$ cat config.mk
export PLATFORM = sky130hd
export DESIGN_NAME = block_checksum_record_deframer
export DESIGN_NICKNAME = d
export VERILOG_FILES = /design/src/sv/bcrd_pkg.sv /design/src/sv/bcrd_cfg_regs.sv /design/src/sv/bcrd_core.sv /design/src/sv/bcrd_skid.sv /design/src/sv/block_checksum_record_deframer.sv
export SDC_FILE = /design/constraint.sdc
export NUM_CORES = 2
export LEC_CHECK = 0
export ABC_AREA = 1
export BUFFER_PORTS_ARGS = -buffer_cell sky130_fd_sc_hd__buf_2
export CAP_MARGIN = 10
export CELL_PAD_IN_SITES_DETAIL_PLACEMENT = 0
export CELL_PAD_IN_SITES_GLOBAL_PLACEMENT = 1
export CORE_ASPECT_RATIO = 0.6
export CORE_MARGIN = 2
export CORE_UTILIZATION = 46
export CTS_CLUSTER_SIZE = 16
export DETAILED_ROUTE_END_ITERATION = 10
export PLACE_DENSITY = 0.79
export SYNTH_ARGS = -nofsm -noshare
export SYNTH_HDL_FRONTEND = slang
export SYNTH_SLANG_ARGS = --single-unit
export TNS_END_PERCENT = 100
$ cat constraint.sdc
create_clock -name aclk -period 41.1 [get_ports aclk]
set_input_delay 2.055 -clock aclk [delete_from_list [all_inputs] [get_ports aclk]]
set_output_delay 2.055 -clock aclk [all_outputs]
set_load 0.005 [all_outputs]
$ cat src/sv/bcrd_pkg.sv
`default_nettype none

package bcrd_pkg;

    localparam int unsigned MIN_STRONG_BYTES = 3;
    localparam int unsigned MAX_STRONG_BYTES = 16;
    localparam int unsigned MIN_SUM_BYTES    = 1;
    localparam int unsigned MAX_SUM_BYTES    = 4;
    localparam int unsigned MIN_SEQ_MATCHES  = 1;
    localparam int unsigned MAX_SEQ_MATCHES  = 2;

    localparam int unsigned CFG_ADDR_W = 3;
    localparam int unsigned CFG_DATA_W = 48;

    typedef enum logic [CFG_ADDR_W-1:0] {
        REG_FILE_SIZE   = 3'd0,
        REG_BLOCK_SIZE  = 3'd1,
        REG_SEQ_MATCHES = 3'd2,
        REG_RSUM_LEN    = 3'd3,
        REG_STRONG_LEN  = 3'd4
    } cfg_reg_t;

    typedef enum logic [1:0] {
        ST_OK        = 2'd0,
        ST_BAD_BLOCK = 2'd1,
        ST_BAD_HASH  = 2'd2
    } status_t;

    typedef struct packed {
        logic [7:0] data_byte;
        logic       start_flag;
    } in_beat_t;

    typedef struct packed {
        status_t     status;
        logic [47:0] block_index;
        logic [47:0] block_offset;
        logic [30:0] block_length;
        logic [31:0] rolling_sum;
        logic [63:0] strong_high;
        logic [63:0] strong_low;
        logic        final_block;
    } out_beat_t;

    typedef struct packed {
        logic [47:0] file_size;
        logic [30:0] block_size;
        logic [7:0]  seq_matches;
        logic [7:0]  rsum_len;
        logic [7:0]  strong_len;
    } cfg_t;

    // Bit position of a one-hot value; an OR of the positions of all set bits.
    function automatic logic [4:0] onehot_log2(input logic [30:0] v);
        logic [4:0] r;
        r = '0;
        for (int i = 0; i < 31; i++) begin
            if (v[i]) begin
                r = r | 5'(i);
            end
        end
        return r;
    endfunction

endpackage

`default_nettype wire

$ cat src/sv/bcrd_cfg_regs.sv
`default_nettype none

module bcrd_cfg_regs (
    input  wire logic                                aclk,
    input  wire logic                                aresetn,
    input  wire logic                                cfg_wr_en,
    input  wire logic [bcrd_pkg::CFG_ADDR_W-1:0]     cfg_addr,
    input  wire logic [bcrd_pkg::CFG_DATA_W-1:0]     cfg_wdata,
    output bcrd_pkg::cfg_t                           cfg
);
    import bcrd_pkg::*;

    cfg_t cfg_reg;

    always_ff @(posedge aclk) begin
        if (!aresetn) begin
            cfg_reg <= '0;
        end else if (cfg_wr_en) begin
            case (cfg_reg_t'(cfg_addr))
                REG_FILE_SIZE:   cfg_reg.file_size   <= cfg_wdata[47:0];
                REG_BLOCK_SIZE:  cfg_reg.block_size  <= cfg_wdata[30:0];
                REG_SEQ_MATCHES: cfg_reg.seq_matches <= cfg_wdata[7:0];
                REG_RSUM_LEN:    cfg_reg.rsum_len    <= cfg_wdata[7:0];
                REG_STRONG_LEN:  cfg_reg.strong_len  <= cfg_wdata[7:0];
                default: begin
                end
            endcase
        end
    end

    assign cfg = cfg_reg;

endmodule

`default_nettype wire

$ cat src/sv/bcrd_core.sv
`default_nettype none

module bcrd_core #(
    parameter int OFFSET_BITS = 48
) (
    input  wire logic                aclk,
    input  wire logic                aresetn,
    input  wire logic                beat_en,
    input  wire bcrd_pkg::in_beat_t  beat,
    input  wire bcrd_pkg::cfg_t      cfg,
    output logic                     res_valid,
    output bcrd_pkg::out_beat_t      res
);
    import bcrd_pkg::*;

    typedef enum logic [3:0] {
        PH_IDLE   = 4'b0001,
        PH_SUM    = 4'b0010,
        PH_STRONG = 4'b0100,
        PH_DONE   = 4'b1000
    } phase_t;

    phase_t                 phase_reg, phase_next, phase_cur;
    logic [4:0]             pos_reg, pos_next, pos_base, pos_inc;
    logic [47:0]            cur_block_reg, cur_block_next;
    logic [OFFSET_BITS-1:0] cur_off_reg, cur_off_next;
    logic [47:0]            total_reg, total_next;
    logic [31:0]            sum_reg, sum_next, sum_base;
    logic [63:0]            hi_reg, hi_next, hi_base;
    logic [63:0]            lo_reg, lo_next, lo_base;
    logic [7:0]             lat_rsum_reg, lat_rsum_next;
    logic [7:0]             lat_strong_reg, lat_strong_next;
    logic [30:0]            lat_block_reg, lat_block_next;
    logic [30:0]            last_len_reg, last_len_next;

    // Start-byte checks and per-run constants, from the live configuration.
    logic [30:0] blk_m1;
    logic        blk_pow2;
    logic        bad_hash;
    logic [48:0] round_up;
    logic [48:0] total_shift;
    logic [30:0] rem;
    logic [30:0] last_len_calc;
    logic [7:0]  rsum_use;

    assign blk_m1   = cfg.block_size - 31'd1;
    assign blk_pow2 = (cfg.block_size != '0) && ((cfg.block_size & blk_m1) == '0);
    assign bad_hash = (cfg.strong_len < 8'(MIN_STRONG_BYTES))
                   || (cfg.strong_len > 8'(MAX_STRONG_BYTES))
                   || (cfg.rsum_len < 8'(MIN_SUM_BYTES))
                   || (cfg.rsum_len > 8'(MAX_SUM_BYTES))
                   || (cfg.seq_matches < 8'(MIN_SEQ_MATCHES))
                   || (cfg.seq_matches > 8'(MAX_SEQ_MATCHES));
    // Block size is a power of two, so the block count is a rounded-up shift.
    assign round_up      = {1'b0, cfg.file_size} + {18'd0, blk_m1};
    assign total_shift   = round_up >> onehot_log2(cfg.block_size);
    assign rem           = cfg.file_size[30:0] & blk_m1;
    assign last_len_calc = (rem == '0) ? cfg.block_size : rem;
    assign rsum_use      = beat.start_flag ? cfg.rsum_len : lat_rsum_reg;

    logic                     is_last;
    logic [30:0]              len;
    logic [OFFSET_BITS+47:0]  off_ext;

    assign is_last = ({1'b0, cur_block_reg} + 49'd1) >= {1'b0, total_reg};
    assign len     = is_last ? last_len_reg : lat_block_reg;
    assign off_ext = {48'd0, cur_off_reg};

    always_comb begin
        phase_next      = phase_reg;
        phase_cur       = phase_reg;
        pos_base        = pos_reg;
        sum_base        = sum_reg;
        hi_base         = hi_reg;
        lo_base         = lo_reg;
        pos_next        = pos_reg;
        pos_inc         = pos_reg + 5'd1;
        sum_next        = sum_reg;
        hi_next         = hi_reg;
        lo_next         = lo_reg;
        cur_block_next  = cur_block_reg;
        cur_off_next    = cur_off_reg;
        total_next      = total_reg;
        lat_rsum_next   = lat_rsum_reg;
        lat_strong_next = lat_strong_reg;
        lat_block_next  = lat_block_reg;
        last_len_next   = last_len_reg;
        res_valid       = 1'b0;
        res             = '0;

        if (beat_en) begin
            if (beat.start_flag) begin
                lat_rsum_next   = cfg.rsum_len;
                lat_strong_next = cfg.strong_len;
                lat_block_next  = cfg.block_size;
                last_len_next   = last_len_calc;
                cur_block_next  = '0;
                cur_off_next    = '0;
                total_next      = '0;
                pos_base        = '0;
                sum_base        = '0;
                hi_base         = '0;
                lo_base         = '0;
                if (!blk_pow2) begin
                    res_valid  = 1'b1;
                    res.status = ST_BAD_BLOCK;
                    phase_cur  = PH_IDLE;
                end else if (cfg.file_size == '0) begin
                    phase_cur = PH_DONE;
                end else if (bad_hash) begin
                    res_valid  = 1'b1;
                    res.status = ST_BAD_HASH;
                    phase_cur  = PH_IDLE;
                end else begin
                    total_next = total_shift[47:0];
                    phase_cur  = PH_SUM;
                end
            end

            phase_next = phase_cur;
            pos_next   = pos_base;
            sum_next   = sum_base;
            hi_next    = hi_base;
            lo_next    = lo_base;
            pos_inc    = pos_base + 5'd1;

            case (phase_cur)
                PH_SUM: begin
                    sum_next = {sum_base[23:0], beat.data_byte};
                    if ({3'd0, pos_inc} >= rsum_use) begin
                        phase_next = PH_STRONG;
                        pos_next   = '0;
                    end else begin
                        pos_next = pos_inc;
                    end
                end
                PH_STRONG: begin
                    // Byte k of the strong checksum lands in byte lane k, MSB first.
                    for (int i = 0; i < 8; i++) begin
                        if (pos_base[2:0] == 3'(i) && !pos_base[4]) begin
                            if (!pos_base[3]) begin
                                hi_next[63-8*i -: 8] = hi_base[63-8*i -: 8] | beat.data_byte;
                            end else begin
                                lo_next[63-8*i -: 8] = lo_base[63-8*i -: 8] | beat.data_byte;
                            end
                        end
                    end
                    if ({3'd0, pos_inc} < lat_strong_reg) begin
                        pos_next = pos_inc;
                    end else begin
                        res_valid        = 1'b1;
                        res.status       = ST_OK;
                        res.block_index  = cur_block_reg;
                        res.block_offset = off_ext[47:0];
                        res.block_length = len;
                        res.rolling_sum  = sum_base;
                        res.strong_high  = hi_next;
                        res.strong_low   = lo_next;
                        res.final_block  = is_last;
                        cur_off_next     = cur_off_reg + OFFSET_BITS'(len);
                        cur_block_next   = cur_block_reg + 48'd1;
                        pos_next         = '0;
                        sum_next         = '0;
                        hi_next          = '0;
                        lo_next          = '0;
                        phase_next       = is_last ? PH_DONE : PH_SUM;
                    end
                end
                default: begin
                end
            endcase
        end
    end

    always_ff @(posedge aclk) begin
        if (!aresetn) begin
            phase_reg      <= PH_IDLE;
            pos_reg        <= '0;
            cur_block_reg  <= '0;
            cur_off_reg    <= '0;
            total_reg      <= '0;
            sum_reg        <= '0;
            hi_reg         <= '0;
            lo_reg         <= '0;
            lat_rsum_reg   <= '0;
            lat_strong_reg <= '0;
            lat_block_reg  <= '0;
            last_len_reg   <= '0;
        end else begin
            phase_reg      <= phase_next;
            pos_reg        <= pos_next;
            cur_block_reg  <= cur_block_next;
            cur_off_reg    <= cur_off_next;
            total_reg      <= total_next;
            sum_reg        <= sum_next;
            hi_reg         <= hi_next;
            lo_reg         <= lo_next;
            lat_rsum_reg   <= lat_rsum_next;
            lat_strong_reg <= lat_strong_next;
            lat_block_reg  <= lat_block_next;
            last_len_reg   <= last_len_next;
        end
    end

    // A start byte can only report a configuration error, never a record.
    a_start_no_record: assert property (@(posedge aclk) disable iff (!aresetn)
        beat_en && beat.start_flag && res_valid |-> res.status != ST_OK)
        else $error("record emitted on a start beat");

    a_error_fields_zero: assert property (@(posedge aclk) disable iff (!aresetn)
        res_valid && res.status != ST_OK |->
            res.block_index == '0 && res.strong_high == '0 && res.final_block == 1'b0)
        else $error("error result carries record fields");

    a_record_len_nonzero: assert property (@(posedge aclk) disable iff (!aresetn)
        res_valid && res.status == ST_OK |-> res.block_length != '0)
        else $error("record with zero block length");

    a_result_needs_beat: assert property (@(posedge aclk) disable iff (!aresetn)
        res_valid |-> beat_en)
        else $error("result without an accepted beat");

endmodule

`default_nettype wire

$ cat src/sv/bcrd_skid.sv
`default_nettype none

module bcrd_skid (
    input  wire logic                 aclk,
    input  wire logic                 aresetn,
    input  wire logic                 in_valid,
    output logic                      in_ready,
    input  wire bcrd_pkg::out_beat_t  in_data,
    output logic                      out_valid,
    input  wire logic                 out_ready,
    output bcrd_pkg::out_beat_t       out_data
);
    import bcrd_pkg::*;

    logic      main_valid_reg;
    logic      skid_valid_reg;
    out_beat_t main_data_reg;
    out_beat_t skid_data_reg;

    // Ready is registered: a second slot catches the beat that arrives while
    // the output is stalled.
    assign in_ready  = !skid_valid_reg;
    assign out_valid = main_valid_reg;
    assign out_data  = main_data_reg;

    always_ff @(posedge aclk) begin
        if (!aresetn) begin
            main_valid_reg <= 1'b0;
            skid_valid_reg <= 1'b0;
        end else if (out_ready || !main_valid_reg) begin
            main_valid_reg <= skid_valid_reg || in_valid;
            skid_valid_reg <= 1'b0;
        end else if (in_valid) begin
            skid_valid_reg <= 1'b1;
        end
    end

    always_ff @(posedge aclk) begin
        if (out_ready || !main_valid_reg) begin
            main_data_reg <= skid_valid_reg ? skid_data_reg : in_data;
        end else if (in_valid && !skid_valid_reg) begin
            skid_data_reg <= in_data;
        end
    end

    a_skid_behind_main: assert property (@(posedge aclk) disable iff (!aresetn)
        skid_valid_reg |-> main_valid_reg)
        else $error("skid slot full while output slot empty");

    a_no_overflow: assert property (@(posedge aclk) disable iff (!aresetn)
        in_valid |-> in_ready)
        else $error("result offered while both slots are full");

    a_skid_stays_empty: assert property (@(posedge aclk) disable iff (!aresetn)
        !skid_valid_reg && !in_valid |=> !skid_valid_reg)
        else $error("skid slot filled without an incoming result");

endmodule

`default_nettype wire

$ cat src/sv/block_checksum_record_deframer.sv
// Record-area deframer for a block-checksum control file.
// Input: one byte per beat on s_valid/s_ready; s_data.start_flag marks the
// first byte of the area and samples file size, block size and hash lengths
// written earlier through cfg_wr_en/cfg_addr/cfg_wdata.
// Output: one beat on m_valid/m_ready per completed record (index, offset,
// length, rolling sum, strong checksum, final flag), or one error beat when
// a start byte finds a bad block size or bad hash lengths.
// Every byte is processed in the cycle it is accepted; a result is registered
// into the output slot, or into the skid slot while the output is stalled,
// before it shows on m_valid. Throughput is one byte per cycle while s_ready
// is high, set by the single register-to-register pass of the record logic.
// When the receiver stalls, a two-entry output buffer keeps taking bytes;
// s_ready falls only once two results wait, and rises in the cycle after
// m_ready returns.
// Reset (aresetn low, synchronous) clears configuration to zero, drops any
// pending results and leaves the block idle until the next start byte.
`default_nettype none

module block_checksum_record_deframer #(
    parameter int OFFSET_BITS = 48
) (
    input  wire logic                               aclk,
    input  wire logic                               aresetn,
    input  wire logic                               s_valid,
    output logic                                    s_ready,
    input  wire bcrd_pkg::in_beat_t                 s_data,
    output logic                                    m_valid,
    input  wire logic                               m_ready,
    output bcrd_pkg::out_beat_t                     m_data,
    input  wire logic                               cfg_wr_en,
    input  wire logic [bcrd_pkg::CFG_ADDR_W-1:0]    cfg_addr,
    input  wire logic [bcrd_pkg::CFG_DATA_W-1:0]    cfg_wdata
);
    import bcrd_pkg::*;

    cfg_t      cfg;
    logic      beat_en;
    logic      res_valid;
    out_beat_t res;

    assign beat_en = s_valid && s_ready;

    bcrd_cfg_regs u_cfg (
        .aclk      (aclk),
        .aresetn   (aresetn),
        .cfg_wr_en (cfg_wr_en),
        .cfg_addr  (cfg_addr),
        .cfg_wdata (cfg_wdata),
        .cfg       (cfg)
    );

    bcrd_core #(
        .OFFSET_BITS (OFFSET_BITS)
    ) u_core (
        .aclk      (aclk),
        .aresetn   (aresetn),
        .beat_en   (beat_en),
        .beat      (s_data),
        .cfg       (cfg),
        .res_valid (res_valid),
        .res       (res)
    );

    bcrd_skid u_out (
        .aclk      (aclk),
        .aresetn   (aresetn),
        .in_valid  (res_valid),
        .in_ready  (s_ready),
        .in_data   (res),
        .out_valid (m_valid),
        .out_ready (m_ready),
        .out_data  (m_data)
    );

endmodule

`default_nettype wire

[Word level (Yosys, flattened, before mapping)]
Cells that the tools add are included.
Word-level totals
  register bits after elaboration: 1076
  bits in latches: 0
  memory bits (writable): 0
  ROM bits: 0
  input port bits: 65
  memories: 0
Operators by class
  $add $sub $neg: 6
  multipliers: 0
  divide/modulo/power cells: 0
  magnitude comparators: 9
  equality and inequality tests: 22
  shift operators: 1
  mux-type cells: 301
  bitwise gates (word level): 19
  reductions and logical operators: 35
Operator list (number)
  2-to-1 mux 290 bit: 9
  2-to-1 mux 48 bit: 31
  2-to-1 mux 8 bit: 125
  2-to-1 mux 64 bit: 14
  2-to-1 mux 31 bit: 9
  2-to-1 mux 103 bit: 2
  2-to-1 mux 32 bit: 6
  OR 8 bit: 16
  2-to-1 mux 5 bit: 24
  2-to-1 mux 4 bit: 29
  one-hot mux 32 bit (2 select lines): 1
  AND 31 bit: 2
  zero test 31 bit: 2
  adder 48 x 1 -> 49 bit, second input constant: 1
  adder 48 x 31 -> 49 bit: 1
  >= comparator 49 x 48 -> 1 bit: 1
  >> shifter 49 x 5 -> 48 bit: 1
  adder 48 x 1 -> 48 bit, second input constant: 1
  adder 48 x 31 -> 48 bit: 1
  zero test 48 bit: 1
  2-to-1 mux 2 bit: 17
  nonzero test 31 bit: 1
  subtractor 31 x 1 -> 31 bit, second input constant: 1
  2-to-1 mux 1 bit: 28
  26 further kinds: 69

[Longest topological paths before layout]
  word-level depth: 45
  gate-level depth with buffers: 42
  depth with buffers taken out: 42

[Cells and area by module]
Synthesis repeated with hierarchy kept, for this count alone.
Second synthesis, totals
  cells, all modules: 7646
  area, all modules: 57859.2 µm²
By module, submodules not included
  bcrd_core: instances 1, cells an instance 5495, area each 32397.3 µm², seq. area each 7827.5 µm²
  bcrd_skid: instances 1, cells an instance 1527, area each 21259.1 µm², seq. area each 17456.7 µm²
  bcrd_cfg_regs: instances 1, cells an instance 622, area each 4195.3 µm², seq. area each 2062.0 µm²
  block_checksum_record_deframer: instances 1, cells an instance 2, area each 7.5 µm², seq. area each 0.0 µm²

[Worst setup path after synthesis]
Ideal clock, no wire load.
  path kind: input port to flip-flop
  start point: input port m_ready
  end point: register u_out.skid_data_reg[0] (netlist name), enable pin
  setup time: 4.769 ns
  data arrival time: 33.010 ns
  required time: 36.331 ns
  setup slack: 3.320 ns
  stages: 3
  path through: inv_1 nand2_1 a21oi_1
Between the ends
  cells in the longest elaborated chain, start to end: 3
RTL lines
  from (decl): RTL line block_checksum_record_deframer.sv:28  | input wire logic m_ready,
  logical OR 1 bit (*): RTL line bcrd_skid.sv:39  | if (out_ready || !main_valid_reg) begin
  nonzero test 2 bit (no source line) or NOT 1 bit (tied branches)
  AND reduction 2 bit (no source line) (*)
  to (signal assigned): RTL line bcrd_skid.sv:42  | skid_data_reg <= in_data;
  to (decl): RTL line bcrd_skid.sv:18  | out_beat_t skid_data_reg;
Mark *: on every way between the ends. The rest lies on a longest branch, timed or not.
A chain may end at the register's enable or synchronous reset.

[Worst setup path after layout]
  start point: register u_core.cur_block_reg[0]
  end point: register u_core.cur_off_reg[42]
Between the ends
  cells in the longest elaborated chain, start to end: 9
RTL lines
  from (decl): RTL line bcrd_core.sv:25  | logic [47:0] cur_block_reg, cur_block_next;
  from (signal assigned): RTL line bcrd_core.sv:192  | cur_block_reg <= cur_block_next;
  adder 48 x 1 -> 49 bit: RTL line bcrd_core.sv:65  | assign is_last = ({1'b0, cur_block_reg} + 49'd1) >= {1'b0, total_reg};
  >= comparator 49 x 48 -> 1 bit: RTL line bcrd_core.sv:65
  2-to-1 mux 31 bit: RTL line bcrd_core.sv:66  | assign len = is_last ? last_len_reg : lat_block_reg;
  adder 48 x 31 -> 48 bit: RTL line bcrd_core.sv:160  | cur_off_next = cur_off_reg + OFFSET_BITS'(len);
  2-to-1 mux 48 bit: RTL line bcrd_core.sv:148  | if ({3'd0, pos_inc} < lat_strong_reg) begin
  2-to-1 mux 48 bit: RTL line bcrd_core.sv:127  | case (phase_cur)
  2-to-1 mux 48 bit: RTL line bcrd_core.sv:91  | if (beat_en) begin
  2-to-1 mux 48 bit: RTL line bcrd_core.sv:127
  2-to-1 mux 48 bit: RTL line bcrd_core.sv:91
  to (signal assigned): RTL line bcrd_core.sv:193  | cur_off_reg <= cur_off_next;
  to (decl): RTL line bcrd_core.sv:26  | logic [OFFSET_BITS-1:0] cur_off_reg, cur_off_next;
Every way passes these cells. The select of a mux whose other input is x is not followed.

==> key figures <==
Clock tree
  • Clk buf depth: 3
  • Num CTS Buffers: 100
  • Clk_lat worst skew: approximately 0.72 ns
  • Clock Pin Slew Worst Setup and Hold Paths: 0.07 ns
  • Root Driver: clkbuf_16
  • Post_cts resized: 0
  • CTS tree: yes
  • Setup bufs post-CTS: 0
  • CTS sink count: 1076
  • Hold Buf Count CTS: 0
  • # H-tree levels: 3

Floorplanning
  • Die Width: roughly 460 um
  • Die Y: ~280 um
  • Core area: 0.1223 sq mm
  • Die area: 0.1268 sq mm
  • Starting Density: 0.4662
  • Cell Rows: just under 100
  • # IOs: about 360

Place
  • Cell count after placement: 9147
  • Pre-CTS setup slack: 32.93 ns
  • Placed cell area: 0.05974 sq mm
  • Buffers on Ports: 356
  • Global placement routability congestion: 0.9754
  • HPWL Detailed: 138300 um

Run
  • Max Cap Viol: 0

Routing
  • Wire per inst: ~21 um
  • Highest Signal Layer: met5
  • Antenna Violating Nets Remaining: 0
  • Vias per cell: approximately 5.6
  • Detailed Route WL: between 150000 and 200000 um
  • DR WL met3: 18140 um
  • DRT Pass-1 Iters: 8
  • Routed vias: 52010
  • Wl on met1: a little under 100000 um
  • Wire length on met2: 76790 um
  • # DRC: 0
  • Drt initial violations: between 6000 and 7000

GRT
  • Initial antenna violation count: 6
  • Vias in the first global route: 47020
  • Gr ovfl total: 0
  • First-pass GRT wire length: 294800 um
  • GRT Total Usage: 0.2998
  • Largest net degree at the start of global routing: 202

Cells and area
  • Fraction of layout instances using a drive strength above 1: 0.07874
  • Layout net count: 7858
  • FILL cells: ~12000
  • Util after Layout: 0.5174
  • Finished Cell Area: 0.06325 sq mm
  • Area growth, synth to finish: 10.98%
  • Final std cells w/o fill: around 9300

Yosys
  • Post-synth EDFFs: 580
  • Largest area contributor in the netlist: edfxtp_1
  • Unique cell type count in the Yosys netlist: 52
  • Count leader, synth: nand2_1
  • Post-Syn Instances: 7507
  • Syn Nets: ~7700
  • Seq/Total Area, Yosys: 0.4798
  • Synth cell count leaders: nand2_1, inv_1, a21oi_1
  • Syn Area/Cell: 7.592 sq um
  • Top cells by area, synth: edfxtp_1, dfxtp_1, nand2_1
  • Ys Warns: 0
  • Synthesized cell area: 0.05699 sq mm
  • Asr flop ratio synth: 0
  • Post-synth top area share: 0.3056
  • FF+latch count, synth: about 1100
  • Post-synth top flop: edfxtp_1

Run status
  • Status: finished clean

STA
  • Rel. slew slack: 0.1467
  • Worst-margin pin slew: 1.280 ns
  • Fin Clk Skew: 0.03509 ns
  • Setup Viol. Count Final: 0
  • Final Max Slew Viols: 0
  • Peak Freq: 123.9 MHz
  • Hold slack: 0.4508 ns
  • Period utilisation layout: 0.1964
  • Endpoints failing hold: 0
  • Setup ws final: ~33 ns
  • Crit path time final: 8.072 ns
  • Final TNS setup: 0 ns
  • RSZ-0062 raised after global routing: false

Pwr
  • Sequential fraction of design power: 0.445
  • Gate power share: 0.172
  • Peak supply drop: 0.03066 mV
  • Switching Power: 0.7883 mW
  • Switching part of the total: 0.3004
  • Final Power: approximately 2.6 mW
  • Power share of the clock group: 0.384
  • Internal power: 1.836 mW
  • Pwr dens: 41.49 mW/mm^2
  • Leakage: 26.56 nW

Setup path
  • Critical-path maximum fanout: 33
  • CP Data Required Time: roughly 42 ns
  • CP arrival: 8.70 ns
  • Worst Setup End Kind: register
  • Slowest cell delay on critical path: ~0.41 ns
  • CP Class: reg -> reg
  • Worst R2R Setup Slack: 33.03 ns
  • Slowest CP cell: dfxtp_1
  • Most used cell, CP: nand2_1
  • CP Launch Type: register

Min path
  • Hold Path Class: reg -> reg
cells by family (layout without fill, tap and decap cells):
group / count (synthesis) / in the layout / share of synthesized area
buf+inv: 1340 / 1555 / 0.09161
other cells: 0 / 3 / 0
flops: 1076 / 1076 / 0.4798
xor+xnor: 82 / 82 / 0.01260
simple gates: 3248 / 3248 / 0.2357
compound gates: 1600 / 1600 / 0.1447
fa+ha+maj: 159 / 159 / 0.03517
mux: 2 / 2 / 0.0003732
worst max-delay path, delay by kind of cell (launching register included):
family	cells	cell delay, ns
xor gates and xnor gates	1	0.16
and+or+nand+nor	25	3.58
buffers and inverters	5	0.96
adders and majority gates	4	1.11
DFF	1	0.41
AOI/OAI and AO/OA	6	1.72
layer usage:
layer / vias to the layer above / global-route usage
li1: 25080 / -
met1: 24680 / 0.4829
met2: 2064 / 0.4082
met3: 186 / 0.06361
met4: 2 / 0.05111
met5: - / 0
worst paths after layout:
path	startpoint	to	depth (start not counted)
max	u_core.cur_block_reg[0]	u_core.cur_off_reg[42]	41
min	u_core.lat_rsum_reg[0]	u_core.lat_rsum_reg[0]	2
max reg2reg	u_core.cur_block_reg[0]	u_core.cur_off_reg[42]	41
min reg2reg	u_core.lat_rsum_reg[0]	u_core.lat_rsum_reg[0]	2
power groups by stage:
stage | logic, mW | registers, mW | clock network [mW]
floorplan | 0.283 | 1.19 | 0
global placement | 0.435 | 1.19 | 0
detailed placement | 0.436 | 1.19 | 0
CTS | 0.438 | 1.17 | 1.02
global route | 0.493 | 1.17 | 1.06
finish | 0.450 | 1.17 | 1.01
layout by cell type (no fill, tap or decap), types with 10 or more instances in the layout:
| master | n |
|---|---|
| a21oi_1 | 725 |
| a31oi_1 | 29 |
| buf_2 | 355 |
| buf_4 | 49 |
| bufinv_16 | 14 |
| clkbuf_1 | 17 |
| clkbuf_16 | 102 |
| clkbuf_8 | 11 |
| clkinv_1 | 21 |
| clkinv_2 | 19 |
| dfxtp_1 | 495 |
| edfxtp_1 | 580 |
| ha_1 | 157 |
| inv_1 | 943 |
| nand2_1 | 1867 |
| nand3_1 | 524 |
| nand4_1 | 111 |
| nor2_1 | 598 |
| nor3_1 | 73 |
| nor4_1 | 31 |
| o211ai_1 | 36 |
| o21a_1 | 10 |
| o21ai_0 | 647 |
| o21ai_1 | 119 |
| xnor2_1 | 15 |
| xor2_1 | 67 |
layout make-up:
cell class	count	area, sq um	area share
timing repair buffer	410	2247	0.03553
multi-input combinational	5091	24520	0.3877
clock buffer	130	2768	0.04376
antenna	3	7.507	0.0001187
sequential	1076	27350	0.4324
clock inverter	60	725.7	0.01147
tap	1616	2022	0.03197
inverter	955	3606	0.05701
Note: power is estimated with default switching activity, not from simulation.
